[src/rtl/fsge_pkg.sv]
`timescale 1ns / 1ps
// ---------------------------------------------------------------------------
// fsge_pkg: shared types and codes for the four-state gate evaluator
// Six-valued logic codes, gate kinds, stream widths and the decoded item.
// ---------------------------------------------------------------------------
package fsge_pkg;

    // Number of gate input fields carried by one item
    localparam int FIELD_LANES     = 8;
    // Default reduction width for the and/or family
    localparam int INPUT_LANES_DEF = 8;

    // Field widths
    localparam int KIND_W  = 4;
    localparam int COUNT_W = 4;
    localparam int VAL_W   = 3;

    // Stream data widths (whole bytes)
    localparam int S_TDATA_W = 32;
    localparam int M_TDATA_W = 8;

    typedef logic [VAL_W-1:0]   t_val;
    typedef logic [KIND_W-1:0]  t_kind;
    typedef logic [COUNT_W-1:0] t_count;

    // Six-valued logic codes
    localparam t_val V_0 = 3'd0;
    localparam t_val V_1 = 3'd1;
    localparam t_val V_X = 3'd2;
    localparam t_val V_Z = 3'd3;
    localparam t_val V_L = 3'd4;
    localparam t_val V_H = 3'd5;

    // Gate kinds
    localparam t_kind K_NOT    = 4'd0;
    localparam t_kind K_BUF    = 4'd1;
    localparam t_kind K_AND    = 4'd2;
    localparam t_kind K_OR     = 4'd3;
    localparam t_kind K_XOR    = 4'd4;
    localparam t_kind K_NAND   = 4'd5;
    localparam t_kind K_NOR    = 4'd6;
    localparam t_kind K_XNOR   = 4'd7;
    localparam t_kind K_BUFIF0 = 4'd8;
    localparam t_kind K_BUFIF1 = 4'd9;
    localparam t_kind K_NOTIF0 = 4'd10;
    localparam t_kind K_NOTIF1 = 4'd11;
    localparam t_kind K_ASSIGN = 4'd12;

    // One decoded gate item
    typedef struct packed {
        t_kind                      kind;
        t_count                     input_count;
        logic [FIELD_LANES-1:0][VAL_W-1:0] vals;
    } t_item;

endpackage

[src/rtl/fsge_in_stage.sv]
`timescale 1ns / 1ps
// ---------------------------------------------------------------------------
// fsge_in_stage: input register of the gate evaluator
// Captures one gate item per transfer and holds it until the next stage
// takes it; a new transfer is taken in the same cycle as the hand-over.
// ---------------------------------------------------------------------------
module fsge_in_stage (
    input  logic                          i_clk,
    input  logic                          i_rst_n,
    input  logic                          i_s_axis_tvalid,
    output logic                          o_s_axis_tready,
    // tdata: kind[3:0], input_count[7:4], in0[10:8], in1[13:11], in2[16:14],
    //        in3[19:17], in4[22:20], in5[25:23], in6[28:26], in7[31:29]
    input  logic [fsge_pkg::S_TDATA_W-1:0] i_s_axis_tdata,
    input  logic                          i_advance,
    output logic                          o_valid,
    output fsge_pkg::t_item               o_item
);

    logic            r_valid;
    logic            n_valid;
    fsge_pkg::t_item r_item;
    logic            w_take;

    // Accept while empty or while the held item moves on
    assign o_s_axis_tready = !r_valid || i_advance;
    assign w_take          = i_s_axis_tvalid && o_s_axis_tready;

    // Hold or refill the valid flag
    always_comb begin
        n_valid = r_valid;
        if (w_take) begin
            n_valid = 1'b1;
        end else if (i_advance) begin
            n_valid = 1'b0;
        end
    end

    always_ff @(posedge i_clk) begin
        if (!i_rst_n) begin
            r_valid <= 1'b0;
        end else begin
            r_valid <= n_valid;
        end
    end

    // Unpack the transfer into the item fields
    always_ff @(posedge i_clk) begin
        if (w_take) begin
            r_item.kind        <= i_s_axis_tdata[3:0];
            r_item.input_count <= i_s_axis_tdata[7:4];
            for (int i = 0; i < fsge_pkg::FIELD_LANES; i++) begin
                r_item.vals[i] <= i_s_axis_tdata[8 + fsge_pkg::VAL_W*i +: fsge_pkg::VAL_W];
            end
        end
    end

    assign o_valid = r_valid;
    assign o_item  = r_item;

endmodule

[src/rtl/fsge_eval.sv]
`timescale 1ns / 1ps
// ---------------------------------------------------------------------------
// fsge_eval: six-valued primitive gate evaluation
// Combinational evaluation of one gate item: not, buf, the and/or family
// over the first input_count lanes, xor/xnor, the tristate gates and assign.
// ---------------------------------------------------------------------------
module fsge_eval #(
    parameter int INPUT_LANES = fsge_pkg::INPUT_LANES_DEF
) (
    input  fsge_pkg::t_item i_item,
    output fsge_pkg::t_val  o_gate_value
);

    // Reduction width never exceeds the carried fields
    localparam int LANES_EFF = (INPUT_LANES < fsge_pkg::FIELD_LANES) ?
                               INPUT_LANES : fsge_pkg::FIELD_LANES;
    localparam fsge_pkg::t_count LANES_CNT = fsge_pkg::COUNT_W'(LANES_EFF);

    // Undefined codes read as X
    function automatic fsge_pkg::t_val norm_val(input fsge_pkg::t_val v);
        return (v > fsge_pkg::V_H) ? fsge_pkg::V_X : v;
    endfunction

    function automatic logic is_xz(input fsge_pkg::t_val v);
        return (v == fsge_pkg::V_X) || (v == fsge_pkg::V_Z);
    endfunction

    // Invert a reduction result unless it is X
    function automatic fsge_pkg::t_val invert_known(input fsge_pkg::t_val r);
        fsge_pkg::t_val res;
        if (r == fsge_pkg::V_X) begin
            res = fsge_pkg::V_X;
        end else if (r == fsge_pkg::V_0) begin
            res = fsge_pkg::V_1;
        end else begin
            res = fsge_pkg::V_0;
        end
        return res;
    endfunction

    // Tristate driver: on fully enables, off gives Z, anything else weakens a 0 or 1 data input
    function automatic fsge_pkg::t_val eval_tri(
        input fsge_pkg::t_val data,
        input fsge_pkg::t_val ctl,
        input fsge_pkg::t_val on,
        input fsge_pkg::t_val off,
        input logic           inv
    );
        fsge_pkg::t_val res;
        if (ctl == off) begin
            res = fsge_pkg::V_Z;
        end else if (is_xz(data)) begin
            res = fsge_pkg::V_X;
        end else if (ctl != on && data == fsge_pkg::V_0) begin
            res = inv ? fsge_pkg::V_H : fsge_pkg::V_L;
        end else if (ctl != on && data == fsge_pkg::V_1) begin
            res = inv ? fsge_pkg::V_L : fsge_pkg::V_H;
        end else if (!inv) begin
            res = data;
        end else if (data == fsge_pkg::V_0 || data == fsge_pkg::V_L) begin
            res = fsge_pkg::V_1;
        end else if (data == fsge_pkg::V_1 || data == fsge_pkg::V_H) begin
            res = fsge_pkg::V_0;
        end else begin
            res = fsge_pkg::V_X;
        end
        return res;
    endfunction

    fsge_pkg::t_val [fsge_pkg::FIELD_LANES-1:0] w_v;
    fsge_pkg::t_count                           w_n;
    logic [fsge_pkg::FIELD_LANES-1:0]           w_used;
    logic                                       w_any0;
    logic                                       w_any1;
    logic                                       w_anyxz;
    fsge_pkg::t_val                             w_and;
    fsge_pkg::t_val                             w_or;
    fsge_pkg::t_val                             w_a;
    fsge_pkg::t_val                             w_b;
    logic                                       w_ab_xz;
    fsge_pkg::t_val                             w_xor;
    fsge_pkg::t_val                             w_xnor;

    // Normalise lanes and clamp the input count
    always_comb begin
        for (int i = 0; i < fsge_pkg::FIELD_LANES; i++) begin
            w_v[i] = norm_val(i_item.vals[i]);
        end
        w_n = i_item.input_count;
        if (w_n == '0) begin
            w_n = fsge_pkg::COUNT_W'(1);
        end
        if (w_n > LANES_CNT) begin
            w_n = LANES_CNT;
        end
    end

    // Flag the lanes in use and reduce over them
    always_comb begin
        w_any0  = 1'b0;
        w_any1  = 1'b0;
        w_anyxz = 1'b0;
        for (int i = 0; i < fsge_pkg::FIELD_LANES; i++) begin
            w_used[i] = fsge_pkg::COUNT_W'(i) < w_n;
            w_any0    = w_any0  | (w_used[i] & (w_v[i] == fsge_pkg::V_0));
            w_any1    = w_any1  | (w_used[i] & (w_v[i] == fsge_pkg::V_1));
            w_anyxz   = w_anyxz | (w_used[i] & is_xz(w_v[i]));
        end
        w_and = w_any0 ? fsge_pkg::V_0 : (w_anyxz ? fsge_pkg::V_X : fsge_pkg::V_1);
        w_or  = w_any1 ? fsge_pkg::V_1 : (w_anyxz ? fsge_pkg::V_X : fsge_pkg::V_0);
    end

    // Two-input xor and xnor on lanes 0 and 1
    assign w_a     = w_v[0];
    assign w_b     = w_v[1];
    assign w_ab_xz = is_xz(w_a) || is_xz(w_b);
    assign w_xor   = w_ab_xz ? fsge_pkg::V_X :
                     (((w_a == fsge_pkg::V_1 && w_b == fsge_pkg::V_0) ||
                       (w_a == fsge_pkg::V_0 && w_b == fsge_pkg::V_1)) ?
                      fsge_pkg::V_1 : fsge_pkg::V_0);
    assign w_xnor  = w_ab_xz ? fsge_pkg::V_X :
                     (((w_a == fsge_pkg::V_1 && w_b == fsge_pkg::V_1) ||
                       (w_a == fsge_pkg::V_0 && w_b == fsge_pkg::V_0)) ?
                      fsge_pkg::V_1 : fsge_pkg::V_0);

    // Select the result by gate kind
    always_comb begin
        case (i_item.kind)
            fsge_pkg::K_NOT: begin
                o_gate_value = (w_a == fsge_pkg::V_0) ? fsge_pkg::V_1 :
                               (w_a == fsge_pkg::V_1) ? fsge_pkg::V_0 : fsge_pkg::V_X;
            end
            fsge_pkg::K_BUF: begin
                o_gate_value = (w_a == fsge_pkg::V_Z) ? fsge_pkg::V_X : w_a;
            end
            fsge_pkg::K_AND:    o_gate_value = w_and;
            fsge_pkg::K_OR:     o_gate_value = w_or;
            fsge_pkg::K_XOR:    o_gate_value = w_xor;
            fsge_pkg::K_NAND:   o_gate_value = invert_known(w_and);
            fsge_pkg::K_NOR:    o_gate_value = invert_known(w_or);
            fsge_pkg::K_XNOR:   o_gate_value = w_xnor;
            fsge_pkg::K_BUFIF0: begin
                o_gate_value = eval_tri(w_a, w_b, fsge_pkg::V_0, fsge_pkg::V_1, 1'b0);
            end
            fsge_pkg::K_BUFIF1: begin
                o_gate_value = eval_tri(w_a, w_b, fsge_pkg::V_1, fsge_pkg::V_0, 1'b0);
            end
            fsge_pkg::K_NOTIF0: begin
                o_gate_value = eval_tri(w_a, w_b, fsge_pkg::V_0, fsge_pkg::V_1, 1'b1);
            end
            fsge_pkg::K_NOTIF1: begin
                o_gate_value = eval_tri(w_a, w_b, fsge_pkg::V_1, fsge_pkg::V_0, 1'b1);
            end
            fsge_pkg::K_ASSIGN: o_gate_value = w_a;
            default:            o_gate_value = fsge_pkg::V_X;
        endcase
    end

endmodule

[src/rtl/four_state_gate_evaluator.sv]
`timescale 1ns / 1ps
// Path: input register, then gate evaluation, then result register.
// Throughput: one gate item per cycle, limited only by output back-pressure;
// the input register refills in the cycle its item moves to the result.
// Reset: synchronous, active low; clears both valid flags, no data is reset.
// ---------------------------------------------------------------------------
// four_state_gate_evaluator: six-valued primitive gate evaluator
// Evaluates one Verilog primitive gate per transfer in 0/1/X/Z/L/H logic and
// returns one result transfer per item.
// ---------------------------------------------------------------------------
module four_state_gate_evaluator #(
    parameter int INPUT_LANES = fsge_pkg::INPUT_LANES_DEF
) (
    input  logic                           i_clk,
    input  logic                           i_rst_n,
    input  logic                           i_s_axis_tvalid,
    output logic                           o_s_axis_tready,
    // tdata: kind[3:0], input_count[7:4], in0[10:8], in1[13:11], in2[16:14],
    //        in3[19:17], in4[22:20], in5[25:23], in6[28:26], in7[31:29]
    input  logic [fsge_pkg::S_TDATA_W-1:0] i_s_axis_tdata,
    output logic                           o_m_axis_tvalid,
    input  logic                           i_m_axis_tready,
    // tdata: gate_value[2:0], zero fill [7:3]
    output logic [fsge_pkg::M_TDATA_W-1:0] o_m_axis_tdata
);

    logic            w_advance;
    logic            w_in_valid;
    fsge_pkg::t_item w_item;
    fsge_pkg::t_val  w_gate_value;
    logic            r_out_valid;
    logic            n_out_valid;
    fsge_pkg::t_val  r_gate_value;
    logic            w_load;

    // Result register is free when empty or being drained
    assign w_advance = !r_out_valid || i_m_axis_tready;
    assign w_load    = w_in_valid && w_advance;

    fsge_in_stage u_in_stage (
        .i_clk           (i_clk),
        .i_rst_n         (i_rst_n),
        .i_s_axis_tvalid (i_s_axis_tvalid),
        .o_s_axis_tready (o_s_axis_tready),
        .i_s_axis_tdata  (i_s_axis_tdata),
        .i_advance       (w_advance),
        .o_valid         (w_in_valid),
        .o_item          (w_item)
    );

    fsge_eval #(
        .INPUT_LANES (INPUT_LANES)
    ) u_eval (
        .i_item       (w_item),
        .o_gate_value (w_gate_value)
    );

    // Hold the result until transferred, refill when the next item arrives
    always_comb begin
        n_out_valid = r_out_valid;
        if (w_load) begin
            n_out_valid = 1'b1;
        end else if (i_m_axis_tready) begin
            n_out_valid = 1'b0;
        end
    end

    always_ff @(posedge i_clk) begin
        if (!i_rst_n) begin
            r_out_valid <= 1'b0;
        end else begin
            r_out_valid <= n_out_valid;
        end
    end

    always_ff @(posedge i_clk) begin
        if (w_load) begin
            r_gate_value <= w_gate_value;
        end
    end

    assign o_m_axis_tvalid = r_out_valid;
    assign o_m_axis_tdata  = {{(fsge_pkg::M_TDATA_W - fsge_pkg::VAL_W){1'b0}}, r_gate_value};

endmodule
[config.mk]
export PLATFORM = sky130hd
export DESIGN_NAME = four_state_gate_evaluator
export DESIGN_NICKNAME = d
export VERILOG_FILES = /design/src/rtl/fsge_pkg.sv /design/src/rtl/fsge_in_stage.sv /design/src/rtl/fsge_eval.sv /design/src/rtl/four_state_gate_evaluator.sv
export SDC_FILE = /design/constraint.sdc
export NUM_CORES = 1
export LEC_CHECK = 0
export BUFFER_PORTS_ARGS = -buffer_cell sky130_fd_sc_hd__clkbuf_2
export CORE_MARGIN = 4
export CORE_UTILIZATION = 45
export CTS_BUF_LIST = sky130_fd_sc_hd__clkbuf_8
export DETAILED_ROUTE_END_ITERATION = 12
export GPL_ROUTABILITY_DRIVEN = 1
export GPL_TIMING_DRIVEN = 0
export PLACE_DENSITY = 0.69
export SYNTH_ARGS = -nofsm -noshare
export SYNTH_HDL_FRONTEND = slang
export SYNTH_SLANG_ARGS = --single-unit
[constraint.sdc]
create_clock -name i_clk -period 2.81 [get_ports i_clk]
set_input_delay 0.281 -clock i_clk [delete_from_list [all_inputs] [get_ports i_clk]]
set_output_delay 0.281 -clock i_clk [all_outputs]
set_load 0.1 [all_outputs]
# --- Yosys cells after proc, flatten, opt, wreduce, memory -nomap -nowiden ---
# Cells that the tools add are included.
totals:
  output_inout_bits: 10
  elab_cells: 206
  in_bits: 36
  ff_bits: 37
classes:
  eq_ne: 41
  muxes: 48
  n_reduce_logical: 42
  bitwise: 45
  magnitude_cmp: 17
op_table:
  columns: ["op", "count"]
  rows:
  - ["two-way mux 3 bit", 33]
  - ["== test 3 x 2 -> 1 bit, second input constant", 18]
  - ["case mux 3 bit (13 select lines)", 1]
  - ["logical NOT 3 bit", 10]
  - ["AND 1 bit", 24]
  - ["== test 3 x 1 -> 1 bit, second input constant", 8]
  - ["greater-than comparator 3 bit, second input constant", 8]
  - ["bitwise OR 1 bit", 21]
  - ["== test 4 bit, second input constant", 5]
  - ["== test 4 x 3 -> 1 bit, second input constant", 4]
  - ["less-than comparator 3 x 4 -> 1 bit, first input constant", 4]
  - ["logical OR 1 bit", 15]
  - ["logical AND 1 bit", 10]
  - ["== test 4 x 2 -> 1 bit, second input constant", 2]
  - ["logical NOT 4 bit", 2]
  - ["less-than comparator 1 x 4 -> 1 bit, first input constant", 2]
  - ["less-than comparator 2 x 4 -> 1 bit, first input constant", 2]
  - ["two-way mux 1 bit", 8]
  - ["two-way mux 2 bit", 4]
  - ["two-way mux 4 bit", 2]
  - ["== test 3 bit, second input constant", 2]
  - ["== test 4 x 1 -> 1 bit, second input constant", 1]
  - ["greater-than comparator 4 bit, second input constant", 1]
  - ["nonzero test 2 bit", 2]
  - ["3 further kinds", 4]

# --- Longest topological paths before layout ---
depth:
  depth_word: 19
  mapped_depth: 8
  mapped_depth_nobuf: 6

# --- By module ---
# A second synthesis with hierarchy kept.
hier_totals:
  cells_unflattened: 165
  hier_area_um2: 1893.1
by_module_without_submodules:
  columns: ["mod", "area_each_um2", "instances", "seq_area_each_um2", "cells_each"]
  rows:
  - ["fsge_in_stage", 1018.5, 1, 980.9, 37]
  - ["fsge_eval", 685.7, 1, 0.0, 114]
  - ["four_state_gate_evaluator", 188.9, 1, 110.1, 14]

# --- Worst setup path after synthesis ---
# No wires, ideal clock.
synth_timing:
  path_kind: "reg2reg"
  from: "register r_out_valid (netlist: o_m_axis_tvalid)"
  to: "register u_in_stage.r_item, in the netlist u_in_stage.o_item[0], enable pin"
  synth_period_minus_slack_ps: 2997
  t_arrival_ps: 2592
  path_slack_ps: -187
  setup_time_ps: 405
  required_ps: 2405
  path_stages_with_launch: 4
  n_path_buf: 0
  path_cell_list: "dfxtp_1 -> nor2b_1 -> nand2_1 -> and2_1"
synth_between:
  elab_chain_len: 4
synth_rtl:
  columns: ["element", "line_no", "source"]
  rows:
  - ["from (decl)", "four_state_gate_evaluator.sv:31", "logic r_out_valid;"]
  - ["from (signal assigned)", "four_state_gate_evaluator.sv:72", "r_out_valid <= n_out_valid;"]
  - ["logical NOT 1 bit", "four_state_gate_evaluator.sv:37", "assign w_advance = !r_out_valid || i_m_axis_tready;"]
  - ["logical OR 1 bit", "four_state_gate_evaluator.sv:37", null]
  - ["logical OR 1 bit", "fsge_in_stage.sv:26", "assign o_s_axis_tready = !r_valid || i_advance;"]
  - ["via o_s_axis_tready", "four_state_gate_evaluator.sv:17", "output logic o_s_axis_tready,"]
  - ["logical AND 1 bit", "fsge_in_stage.sv:27", "assign w_take = i_s_axis_tvalid && o_s_axis_tready;"]
  - ["to (decl)", "fsge_in_stage.sv:22", "fsge_pkg::t_item r_item;"]
# The timed path passes the listed nets, and every way through them passes these cells.
# A chain may end at the register's enable or synchronous reset.

# --- Worst setup path in the final report ---
layout_timing:
  from: "register u_in_stage.r_item, in the netlist u_in_stage.o_item[4]"
  to: "register r_gate_value[1] (data pin)"
layout_between:
  elab_chain_len: 17
  elab_cells_between_ends: 65
  classes_between: "order compare: 1; eq/ne: 6; mux: 26; bitwise: 24; reduce/logical: 8"
layout_rtl:
  columns: ["element", "line_no", "source"]
  rows:
  - ["greater-than comparator 3 bit", "fsge_eval.sv:21", "return (v > fsge_pkg::V_H) ? fsge_pkg::V_X : v;"]
  - ["two-way mux 3 bit *", "fsge_eval.sv:21", null]
  - ["== test 3 x 2 -> 1 bit", "fsge_eval.sv:25", "return (v == fsge_pkg::V_X) || (v == fsge_pkg::V_Z);"]
  - ["logical OR 1 bit", "fsge_eval.sv:25", null]
  - ["AND 1 bit", "fsge_eval.sv:107", "w_anyxz = w_anyxz | (w_used[i] & is_xz(w_v[i]));"]
  - ["bitwise OR 1 bit (7 in series)", "fsge_eval.sv:107", null]
  - ["two-way mux 2 bit, on equally long branches", "fsge_eval.sv:110, fsge_eval.sv:109", null]
  - ["two-way mux 3 bit, on equally long branches", "fsge_eval.sv:110, fsge_eval.sv:109", null]
  - ["== test 3 x 2 -> 1 bit", "fsge_eval.sv:31", "if (r == fsge_pkg::V_X) begin"]
  - ["two-way mux 3 bit", "fsge_eval.sv:31", null]
  - ["case mux 3 bit (13 select lines) *", "fsge_eval.sv:128", "case (i_item.kind)"]
  - ["via u_eval.o_gate_value[1]", "fsge_eval.sv:11", "output fsge_pkg::t_val o_gate_value"]
  - ["to (signal assigned)", "four_state_gate_evaluator.sv:78", "r_gate_value <= w_gate_value;"]
  - ["to (decl)", "four_state_gate_evaluator.sv:33", "fsge_pkg::t_val r_gate_value;"]
# The timed path passes the listed nets; every way through them passes the cells marked *.

==> impl_metrics.py <==
metrics = {
    "worst_setup_path": {
        "critPathMaxFanout": 8,
        "start_kind": "flop",
        "max_stage_delay_ns": 0.52,
        "arrival_ns": 2.13,
        "path_buf_inv": 0,
        "worst-setup-path-type": "reg2reg",
        "crit_required_ns": 2.83,
        "endpoint_kind": "flop",
        "rrSetupSlack_ns": 0.70,
        "crit_chain": "nor2_1, a32oi_1, o211ai_1, nor3_2, o21ai_0, o311ai_2",
        "cp_top_family": "compound AO/OA/AOI/OAI gates",
        "crit_slowest_cell": "nor2_1",
    },
    "worst_hold_path": {
        "hold_path.class": "in2reg",
    },
    "drt": {
        "wirelength_met1_um": 1580,
        "wirelength_um": 3800,
        "wl_met3_um": 244,
        "ant_nets": 0,
        "num_vias": 1423,
        "vias_per_cell": 5.43,
        "drtPass1Iterations": 4,
        "dr_wl_met2_um": 1920,
        "drc": 0,
        "topRoutingLayerUsed": "met4",
        "drtIter0Drc": 91,
        "wl_per_cell_um": 14.5,
    },
    "logic_synthesis": {
        "synth-compound-area-share_pct": 15.1,
        "synth_xor_area_share_pct": 0.936,
        "synthAdderAreaFrac_pct": 0,
        "synthArstFlopShare_pct": 0,
        "synth_seq_area_share_pct": 58.3,
        "synth_top_family_by_area": "simple AND/OR/NAND/NOR gates",
        "synth_top_area_share_pct": 56.2,
        "synth_area_um2": 1870,
        "syn_inst": 160,
        "ys_ff_latch": 37,
        "yosysTopAreaCell": "edfxtp_1",
        "synth_cell_type_count": 50,
        "yosysWarnings": 0,
        "postSynthAreaPerCell_um2": 11.7,
        "ys.flop_type": "edfxtp_1",
        "synthTopCellsByArea": "edfxtp_1 56%, nor2_1 3.2%, a21oi_1 2.4%",
        "synth-edff-count": 35,
        "synth.area.mux_share_pct": 1.61,
        "yosys.area_share.simple_pct": 18.0,
    },
    "cells_and_area": {
        "area_growth_pct": 20.9,
        "final_nets": 247,
        "layout_common_cells": "40 x clkbuf_2, 35 x edfxtp_1, 16 x nor2_1",
        "regArea_um2": 1090,
        "layout_commonest_cell": "clkbuf_2",
        "diodes": 0,
        "final_core_util_pct": 56.5,
        "n_fill_cell": 335,
        "instances_no_fill": 262,
        "final_layout_size_suffix_gt1_share_pct": 29.7,
        "multi_input_area_um2": 687,
        "design_area_um2": 2260,
    },
    "floorplanning": {
        "die_h_um": 72.5,
        "core_area_um2": 4000,
        "boundaryPins": 46,
        "num_rows": 23,
        "design.die.area_um2": 5250,
        "initial_utilization_pct": 46.8,
        "die_x_um": 72.5,
    },
    "timing": {
        "min_period_ns": 2.11,
        "hold_viol_final": 0,
        "rsz0062_at_grt": "no",
        "finalSetupViolations": 0,
        "clock.fmax_ghz": 0.475,
        "tightest_slew_ns": 0.715,
        "fin_crit_sh_pct": 75.0,
        "maxSlewHeadroom_pct": 52.3,
        "setup_tns_ns": 0,
        "skew_ns": 0.00717,
        "hold_slack_ns": 0.165,
        "fin_ws_ns": 0.703,
        "drv_slew": 0,
    },
    "clock_network": {
        "cts_tree": "built",
        "clock-sinks": 37,
        "insertion_delay_ns": 0.29,
        "cts_buffers": 5,
        "clock_path_buffers": 2,
        "cts-hold-fix-buffers": 0,
        "postCtsSetupBuffers": 0,
        "cts.repair.resized": 0,
        "htree_levels": 2,
        "clk_pin_slew_ns": 0.08,
        "cts_root_buf": "clkbuf_8",
    },
    "global_routing": {
        "grt_overflow": 0,
        "grt_max_degree": 33,
        "grt_pass1_wl_um": 6380,
        "grt_pass1_vias": 1480,
        "grt_usage_pct": 15.6,
        "antenna_found_initial": 0,
    },
    "placed_design": {
        "placedCellCount": 254,
        "io_buffers": 40,
        "dp_hpwl_um": 2810,
        "placed_area_um2": 2150,
        "dp_slack_ns": 0.708,
        "gp_congestion": 0.802,
    },
    "power": {
        "power_mw": 1.31,
        "peakVddDrop_uv": 447,
        "cellPowerDensity_nw_per_um2": 580,
        "p_leak_nw": 0.869,
    },
    "flow_run": {
        "maxCapViolCount": 0,
    },
    "run_status": {
        "outcome": "completed",
    },
}
==> path summary, 6_finish.rpt <==
check                                   from                         endpoint  cells after the start
min                       i_s_axis_tdata[20]  u_in_stage.o_item[12]$_DFFE_PP_                      1
min reg2reg  u_in_stage.o_valid$_SDFFE_PN0P_     o_m_axis_tvalid$_SDFFE_PN0P_                      1
max reg2reg   u_in_stage.o_item[4]$_DFFE_PP_        r_gate_value[1]$_DFFE_PP_                      6
max           u_in_stage.o_item[4]$_DFFE_PP_        r_gate_value[1]$_DFFE_PP_                      6
==> Yosys cell counts (3+ instances only) <==
cell and count:
edfxtp_1 35, nor2_1 16, a21oi_1 9, clkbuf_1 9
a211oi_1 5, buf_4 5, nand2_1 4, nor2b_1 4
nor3_1 4, o21ai_0 4, a21o_1 3, a32oi_1 3
inv_1 3, mux2i_1 3, nand2b_1 3, nand4_1 3
o211ai_1 3
==> state kept, by name, summed over array words and instances (netlist names) <==
signal	cells
o_m_axis_tvalid	1
u_in_stage.o_item	32
r_gate_value	3
u_in_stage.o_valid	1
==> final cells by class <==
cell class	instances	area share, %
buffer	16	4.15
clock buffer	5	3.04
clock inverter	3	1.83
inverter	4	0.664
multi-input combinational	107	30.4
sequential	37	48.3
tap	50	2.77
timing repair buffer	40	8.85
==> metal layers <==
layer	vias up	track usage [%]
met1	668	18.4
met3	7	4.85
li1	704	-
met5	-	0
met4	0	6.97
met2	44	26.1
==> kinds of logic after synthesis <==
group                  count (synthesis)
other                                  1
buffers and inverters                 20
XOR/XNOR                               2
flip-flops                            37
AND/OR/NAND/NOR                       57
AO/OA/AOI/OAI                         40
multiplexers                           3
==> power by group <==
| group | internal (mW) | leakage, nW | switching [mW] |
|---|---|---|---|
| clock | 0.261 | 0.0518 | 0.189 |
| combinational | 0.0697 | 0.459 | 0.134 |
| sequential | 0.641 | 0.358 | 0.0180 |
| total | 0.972 | 0.869 | 0.340 |
(Power assumes the default switching activity.)
